## src/hw/rtl/eldu_pkg.sv

```systemverilog
// Shared constants, types and tables of the look direction unit.
// Used by the controller, datapath and top level.
`default_nettype none
package eldu_pkg;

    localparam logic [1:0] CMD_LOOK      = 2'd0;
    localparam logic [1:0] CMD_SET_YAW   = 2'd1;
    localparam logic [1:0] CMD_SET_PITCH = 2'd2;

    localparam int PADDR_W = 3;
    localparam logic REG_LOOK_GAIN = 1'b0;
    localparam logic [15:0] LOOK_GAIN_RESET = 16'd6554;

    localparam logic signed [31:0] DEG90     = 32'sd5898240;
    localparam logic signed [31:0] DEG180    = 32'sd11796480;
    localparam logic signed [31:0] DEG270    = 32'sd17694720;
    localparam logic signed [31:0] DEG360    = 32'sd23592960;
    localparam logic signed [31:0] PITCH_LIM = 32'sd5898174;
    localparam logic signed [32:0] CORDIC_K  = 33'sd652032875;

    localparam int CORDIC_N  = 17;
    localparam int MOD_STEPS = 7;
    localparam int CNT_W     = 5;

    typedef enum logic [3:0] {
        ST_IDLE, ST_MUL, ST_ACC, ST_MOD, ST_WRAP, ST_CORD, ST_FIX, ST_PROD, ST_OUT
    } state_t;

    typedef struct packed {
        logic             latch;
        logic             mul;
        logic             acc;
        logic             mod_step;
        logic             wrap;
        logic             cord_step;
        logic             fix;
        logic             prod;
        logic             out_load;
        logic [CNT_W-1:0] step;
    } dp_cmd_t;

    // CORDIC arctangent table, degrees Q16.16
    function automatic logic signed [25:0] atan_deg(input logic [CNT_W-1:0] i);
        unique case (i)
            5'd0:    atan_deg = 26'sd2949120;
            5'd1:    atan_deg = 26'sd1740967;
            5'd2:    atan_deg = 26'sd919879;
            5'd3:    atan_deg = 26'sd466945;
            5'd4:    atan_deg = 26'sd234379;
            5'd5:    atan_deg = 26'sd117304;
            5'd6:    atan_deg = 26'sd58666;
            5'd7:    atan_deg = 26'sd29335;
            5'd8:    atan_deg = 26'sd14668;
            5'd9:    atan_deg = 26'sd7334;
            5'd10:   atan_deg = 26'sd3667;
            5'd11:   atan_deg = 26'sd1833;
            5'd12:   atan_deg = 26'sd917;
            5'd13:   atan_deg = 26'sd458;
            5'd14:   atan_deg = 26'sd229;
            5'd15:   atan_deg = 26'sd115;
            5'd16:   atan_deg = 26'sd57;
            default: atan_deg = 26'sd0;
        endcase
    endfunction

endpackage
`default_nettype wire

```

## src/hw/rtl/eldu_ctrl.sv

```systemverilog
// Sequencer of the look direction unit: state machine, step counter, output valid.
// Depends on eldu_pkg.
`default_nettype none
module eldu_ctrl (
    input  wire logic              clk,
    input  wire logic              rst_n,
    input  wire logic              in_valid,
    output logic                   in_ready,
    output logic                   out_valid,
    input  wire logic              out_ready,
    output eldu_pkg::dp_cmd_t      dp_cmd
);

    eldu_pkg::state_t state_reg, state_next;
    logic [eldu_pkg::CNT_W-1:0] cnt_reg, cnt_next;
    logic out_valid_reg, out_valid_next;
    logic out_free;

    assign out_free = !out_valid_reg || out_ready;

    always_comb
    begin
        state_next = state_reg;
        unique case (state_reg)
            eldu_pkg::ST_IDLE: if (in_valid) state_next = eldu_pkg::ST_MUL;
            eldu_pkg::ST_MUL:  state_next = eldu_pkg::ST_ACC;
            eldu_pkg::ST_ACC:  state_next = eldu_pkg::ST_MOD;
            eldu_pkg::ST_MOD:
                if (cnt_reg == eldu_pkg::CNT_W'(eldu_pkg::MOD_STEPS - 1))
                    state_next = eldu_pkg::ST_WRAP;
            eldu_pkg::ST_WRAP: state_next = eldu_pkg::ST_CORD;
            eldu_pkg::ST_CORD:
                if (cnt_reg == eldu_pkg::CNT_W'(eldu_pkg::CORDIC_N - 1))
                    state_next = eldu_pkg::ST_FIX;
            eldu_pkg::ST_FIX:  state_next = eldu_pkg::ST_PROD;
            eldu_pkg::ST_PROD: state_next = eldu_pkg::ST_OUT;
            eldu_pkg::ST_OUT:  if (out_free) state_next = eldu_pkg::ST_IDLE;
            default:           state_next = eldu_pkg::ST_IDLE;
        endcase
    end

    always_comb
    begin
        if (state_next != state_reg)
            cnt_next = '0;
        else
            cnt_next = cnt_reg + 1'b1;
    end

    always_comb
    begin
        dp_cmd           = '0;
        dp_cmd.step      = cnt_reg;
        in_ready         = (state_reg == eldu_pkg::ST_IDLE);
        dp_cmd.latch     = in_ready && in_valid;
        dp_cmd.mul       = (state_reg == eldu_pkg::ST_MUL);
        dp_cmd.acc       = (state_reg == eldu_pkg::ST_ACC);
        dp_cmd.mod_step  = (state_reg == eldu_pkg::ST_MOD);
        dp_cmd.wrap      = (state_reg == eldu_pkg::ST_WRAP);
        dp_cmd.cord_step = (state_reg == eldu_pkg::ST_CORD);
        dp_cmd.fix       = (state_reg == eldu_pkg::ST_FIX);
        dp_cmd.prod      = (state_reg == eldu_pkg::ST_PROD);
        dp_cmd.out_load  = (state_reg == eldu_pkg::ST_OUT) && out_free;
    end

    always_comb
    begin
        if (dp_cmd.out_load)
            out_valid_next = 1'b1;
        else if (out_ready)
            out_valid_next = 1'b0;
        else
            out_valid_next = out_valid_reg;
    end

    assign out_valid = out_valid_reg;

    always_ff @(posedge clk or negedge rst_n)
    begin
        if (!rst_n)
        begin
            state_reg     <= eldu_pkg::ST_IDLE;
            cnt_reg       <= '0;
            out_valid_reg <= 1'b0;
        end
        else
        begin
            state_reg     <= state_next;
            cnt_reg       <= cnt_next;
            out_valid_reg <= out_valid_next;
        end
    end

endmodule
`default_nettype wire

```

## config.mk

```make
export PLATFORM = sky130hd
export DESIGN_NAME = eldu_ctrl
export DESIGN_NICKNAME = d
export VERILOG_FILES = /design/src/hw/rtl/eldu_pkg.sv /design/src/hw/rtl/eldu_ctrl.sv
export SDC_FILE = /design/constraint.sdc
export NUM_CORES = 1
export LEC_CHECK = 0
export CORE_AREA = 2 2 39 41
export DETAILED_ROUTE_END_ITERATION = 7
export DIE_AREA = 0 0 41 43
export DONT_BUFFER_PORTS = 1
export PLACE_DENSITY = 0.66
export REMOVE_ABC_BUFFERS = 1
export SETUP_SLACK_MARGIN = 0.02
export SYNTH_ARGS = -nofsm -noshare
export SYNTH_HDL_FRONTEND = slang
export SYNTH_SLANG_ARGS = --single-unit
```

## constraint.sdc

```tcl
create_clock -name clk -period 1.5 [get_ports clk]
set_clock_uncertainty 0.15 [all_clocks]
set_input_delay 0.075 -clock clk [delete_from_list [all_inputs] [get_ports clk]]
set_output_delay 0.075 -clock clk [all_outputs]
set_load 0.01 [all_outputs]
```

* Word level (Yosys, flattened, before mapping)
Cells that the tools add are included.
** Cells by class
- $add $sub $neg :: 1
- $mul :: 0
- Div/mod/pow operators :: 0
- $lt $le $gt $ge :: 0
- Eq/ne operators :: 11
- Shift-type cells :: 0
- Mux-type cells :: 8
- Bitwise gates (word level) :: 0
- Reduce and logical (&&, ||, !) cells :: 6
** Operators by type and width (number)
- one-hot mux 4 bit (9 select lines) :: 1
- equality test 4 x 3 -> 1 bit (second input constant) :: 4
- 2-to-1 mux 4 bit :: 4
- equality test 4 x 2 -> 1 bit (second input constant) :: 2
- adder 5 x 1 -> 5 bit (second input constant) :: 1
- equality test 5 x 3 -> 1 bit (second input constant) :: 1
- equality test 5 bit (second input constant) :: 1
- 2-to-1 mux 5 bit :: 1
- equality test 4 x 1 -> 1 bit (second input constant) :: 1
- equality test 4 bit (second input constant) :: 1
- zero test 4 bit :: 1
- != test 4 bit :: 1
- logical AND 1 bit :: 2
- 2-to-1 mux 1 bit :: 2
- nonzero test 2 bit :: 1
- zero test 1 bit :: 1
- logical OR 1 bit :: 1
** Storage, ports and cells
- Register bits after elaboration :: 10
- Latch bits :: 0
- Bits in writable memories :: 0
- ROM bits :: 0
- Bits of input ports :: 4
- Output and inout port bits :: 16
- Logic and storage cells :: 29
- Memories kept :: 0

* Logic depth before layout (Yosys ltp)
- Word-level depth :: 6
- Depth in mapped cells :: 5
- Gate-level depth less buffers :: 5

* Least setup slack after synthesis
Ideal clock, no wire load.
- Path type :: reg2reg
- Start point :: reg cnt_reg[0] in the netlist's numbering
- End point :: reg cnt_reg[1] in the netlist's numbering
- Library setup time :: 122 ps
- Arrival :: 1344 ps
- Data required time :: 1228 ps
- Path slack :: -115 ps
- Stages on the path, launching flop included :: 6
- Path buffers :: 0
- Clock period less this slack :: 1615 ps
- Cell sequence :: dfrtp_1 > inv_1 > ha_1 > nand4bb_1 > a32oi_1 > a2111oi_1
** Between the ends
- Word-level cells in the longest chain between the ends :: 5
- Elaborated cells on any way between the ends :: 8
- Those cells by class :: add/sub: 1; eq/ne: 3; mux: 4
** Ends and longest elaborated chain
- start: declaration :: RTL line eldu_ctrl.sv:15 : logic [eldu_pkg::CNT_W-1:0] cnt_reg, cnt_next;
- start signal: assignment :: RTL line eldu_ctrl.sv:89 : cnt_reg <= cnt_next;
- equality test 5 bit / equality test 5 x 3 -> 1 bit (equally long branches) :: RTL line eldu_ctrl.sv:33, eldu_ctrl.sv:29
- 2-to-1 mux 4 bit, on equally long branches :: RTL line eldu_ctrl.sv:33, eldu_ctrl.sv:29
- one-hot mux 4 bit (9 select lines) :: RTL line eldu_ctrl.sv:24 : unique case (state_reg)
- != test 4 bit :: RTL line eldu_ctrl.sv:44 : if (state_next != state_reg)
- 2-to-1 mux 5 bit (*) :: RTL line eldu_ctrl.sv:44
- via cnt_next (one bit) :: RTL line eldu_ctrl.sv:15
The timed path passes the listed nets; every way through them passes the cells marked *.
A chain may end at the register's enable or synchronous reset.

* Worst setup path in the final report
- Start point :: reg state_reg[3]
- End point :: reg cnt_reg[2] in the netlist's numbering
** Between the ends
- Word-level cells in the longest chain between the ends :: 4
- Elaborated cells on any way between the ends :: 16
- Those cells by class :: eq/ne: 9; mux: 6; reduce/logical: 1
** Ends and longest elaborated chain
- start: declaration :: RTL line eldu_ctrl.sv:14 : eldu_pkg::state_t state_reg, state_next;
- start signal: assignment :: RTL line eldu_ctrl.sv:82 : state_reg <= eldu_pkg::ST_IDLE;
- start signal: assignment :: RTL line eldu_ctrl.sv:88 : state_reg <= state_next;
- equality test 4 bit, or another cell as far along :: RTL line eldu_ctrl.sv:24
- one-hot mux 4 bit (9 select lines) :: RTL line eldu_ctrl.sv:24
- != test 4 bit (*) :: RTL line eldu_ctrl.sv:44
- 2-to-1 mux 5 bit (*) :: RTL line eldu_ctrl.sv:44
- via cnt_next (one bit) :: RTL line eldu_ctrl.sv:15
Marked as above.

==> reports/metrics.csv <==
stage,metric,value,unit
outcome,status,finished with violations,
outcome,failing checks,negative setup slack,
clocking,CTS Sinks,10,
setup_path,"Max FO, Critical Path",6,
synthesis,largest family of logic cells by synthesized area,simple AND/OR/NAND/NOR gates,
synthesis,Post-Syn Area,652,um^2
grt,gr ovfl total,0,
cells_and_area,share of cells above drive strength 1,74.3,%
setup_path,"Data required, critical path",1.51,ns
clocking,clk slew on worst S/H paths,0.07,ns
synthesis,cells after synthesis,66,
setup_path,crit end category,flip-flop,
die,Die Area,1760,um^2
drt,wire per inst,19.5,um
clocking,Clock Root Buffer,clkbuf_4,
synthesis,Synth area leaders,"dfrtp_1 (38%), a2111oi_1 (7.7%), ha_1 (5.8%), buf_6 (3.5%), nand4bb_1 (3.5%)",
placed_design,Port-buffer cells,0,
run,Max Cap Viol,0,
synthesis,post-synth top area share,38.4,%
drt,first-pass detailed-route iteration total,4,
drt,DRC,0,
drt,vias,674,
cells_and_area,# nets final,110,
synthesis,Yosys Warn Count,0,
clocking,"Clk Latency, worst-skew pair",0.27,ns
clocking,clock buffer depth,2,
synthesis,mux cell area share after synthesis,0,%
clocking,Max H-tree Level,1,
grt,first-pass GRT wire length,3180,um
pwr,Max rail drop VDD,1.42,mV
pwr,Leakage,0.513,nW
cells_and_area,n_diodes,0,
die,Initial Util,47.1,%
cells_and_area,max FFs per register,5,
cells_and_area,"commonest non-fill, non-tap cell in the layout",buf_4,
timing,Final Max Slew Viols,0,
cells_and_area,Seq. cell area,254,um^2
die,I/O Pins,20,
timing,final worst slack,-0.203,ns
clocking,Num CTS Buffers,3,
drt,Total Wirelength,2290,um
cells_and_area,multi-input logic area,579,um^2
worst_hold_path,Min-Delay Path Class,primary input to flip-flop,
timing,Fin. Hold Viols,0,
synthesis,"Seq/Total Area, Yosys",38.4,%
drt,DR vias/cell,5.76,
drt,"antenna viol nets, final",0,
setup_path,worst setup path class,flip-flop to flip-flop,
timing,Tmin final,1.70,ns
cells_and_area,Post-Route Utilization,89.2,%
timing,Final Cycle Share,114,%
timing,Final Setup Violations,15,
cells_and_area,Area growth syn-to-layout,89.4,%
synthesis,Synth Area in XOR/XNOR,4.03,%
grt,largest net degree at the start of global routing,11,
die,Die Y,43,um
die,DIE WIDTH,41,um
die,Core Area,1380,um^2
grt,initial antenna violation count,0,
drt,DR iter-0 viols,7,
cells_and_area,fill cell count,55,
timing,Max Clk Rate,587,MHz
grt,vias in the first global route,682,
grt,All-Layer GR Usage,27.6,%
synthesis,Seq cells post-synth,10,
timing,RSZ-0062 raised after global routing,yes,
synthesis,"Distinct cells, synth",30,
placed_design,post-detail-place hpwl,1190,um
synthesis,leading area contributor after synthesis,dfrtp_1,
die,Site Rows,14,
setup_path,Worst Path Arrival,1.71,ns
timing,Worst-Margin Slew,0.516,ns
synthesis,fraction of the mapped netlist area in compound gates,18.0,%
setup_path,CP Launch Type,flip-flop,
placed_design,GPL Wtd Cong,0.816,
placed_design,Setup WS pre-CTS,-0.167,ns
pwr,PD cells,1680,nW/um^2
synthesis,simple-gate share of the synthesized area,25.1,%
cells_and_area,most frequent cells in the layout,"buf_4 (21), buf_6 (13), dfrtp_1 (7)",
clocking,CTS tree,built,
synthesis,Avg Inst Size Synth,9.88,um^2
synthesis,adder-cell share of the synthesized area,5.76,%
timing,Slew HR,65.5,%
## layout make-up
type | instances | area share (%)
multi-input cells | 47 | 46.9
well taps | 16 | 1.62
clock buffers | 3 | 1.82
inverters | 4 | 1.42
flip-flops and latches | 10 | 20.6
repair buffers | 37 | 27.7
## critical path, cell delays in order, from the launching register on
cell,delay (ns)
dfrtp_1,0.44
buf_4,0.17
nor2_1,0.21
a32oi_4,0.22
a2111oi_2,0.40
## where the power goes
group,total [mW],internal [mW],switching (mW)
registers,0.465,0.349,0.116
clock network,0.189,0.0929,0.0966
logic,1.42,0.750,0.672
total,2.08,1.19,0.885
## cell usage after synthesis
library cell,instances
nand3_1,3
nand2_1,4
a2111oi_1,5
buf_6,2
or3_1,1
and4bb_2,1
dfrtp_1,10
and2_1,2
nor3_2,1
nor4b_1,1
xnor2_1,1
o31ai_1,1
a32oi_1,1
o22ai_1,1
buf_4,2
o41a_1,1
nor3_1,3
nor4_1,1
inv_1,4
a311oi_1,1
nor2_1,4
o21bai_1,1
ha_1,3
a21o_1,1
nor2b_1,1
buf_1,1
a21oi_1,2
nand4bb_1,2
xor2_1,2
nand2b_1,3
## per-layer routing
| layer | track usage [%] | vias to the layer above | wire length (um) |
|---|---|---|---|
| met4 | 12.0 | 0 | 63 |
| met3 | 4.71 | 6 | 52 |
| li1 | - | 320 | - |
| met1 | 31.9 | 329 | 920 |
| met5 | 0 | - | 0 |
| met2 | 46.6 | 19 | 1250 |
## timing repair
item                                    in CTS  in global routing
resized for setup                           46                 22
pin swaps                                    7                 12
hold endpoints to repair                    12                  0
endpoints found under the setup margin      18                 19
hold buffers                                 2                  0
setup buffers                                5                  6
## stage by stage
stage / instance area, um^2 / std cells / TNS (ns) / hold WS, ns / power [mW]
after CTS: 1110 / 113 / -0.950 / 0.0457 / 1.78
after global placement: 826 / 103 / -0.606 / -0.370 / 1.15
after floorplan: 611 / 61 / -0.659 / -0.371 / 0.838
after global routing: 1230 / 117 / -2.45 / 0.0380 / 2.20
final: 1230 / 117 / -1.48 / 0.0224 / 2.08
after detailed placement: 826 / 103 / -1.06 / -0.370 / 1.18
## worst paths after layout
path | from | end | slack [ns] | cells after the start
setup / recovery | state_reg[3] | cnt_reg[2] | -0.20 | 4
max in group asynchronous | rst_n | state_reg[1] | 0.76 | 1
setup reg to reg | state_reg[3] | cnt_reg[2] | -0.20 | 4
hold / removal | in_valid | state_reg[0] | 0.02 | 3
hold reg to reg | cnt_reg[0] | cnt_reg[0] | 0.47 | 2
min in group asynchronous | rst_n | cnt_reg[1] | 0.07 | 1
## cells by family (layout without fill, tap and decap cells)
| family | count (synthesis) | count (layout) |
|---|---|---|
| fa+ha+maj | 3 | 3 |
| compound gates | 14 | 14 |
| flops | 10 | 10 |
| buf+inv | 9 | 44 |
| xor+xnor | 3 | 3 |
| simple gates | 27 | 27 |
Note: power is estimated with default switching activity, not from simulation.
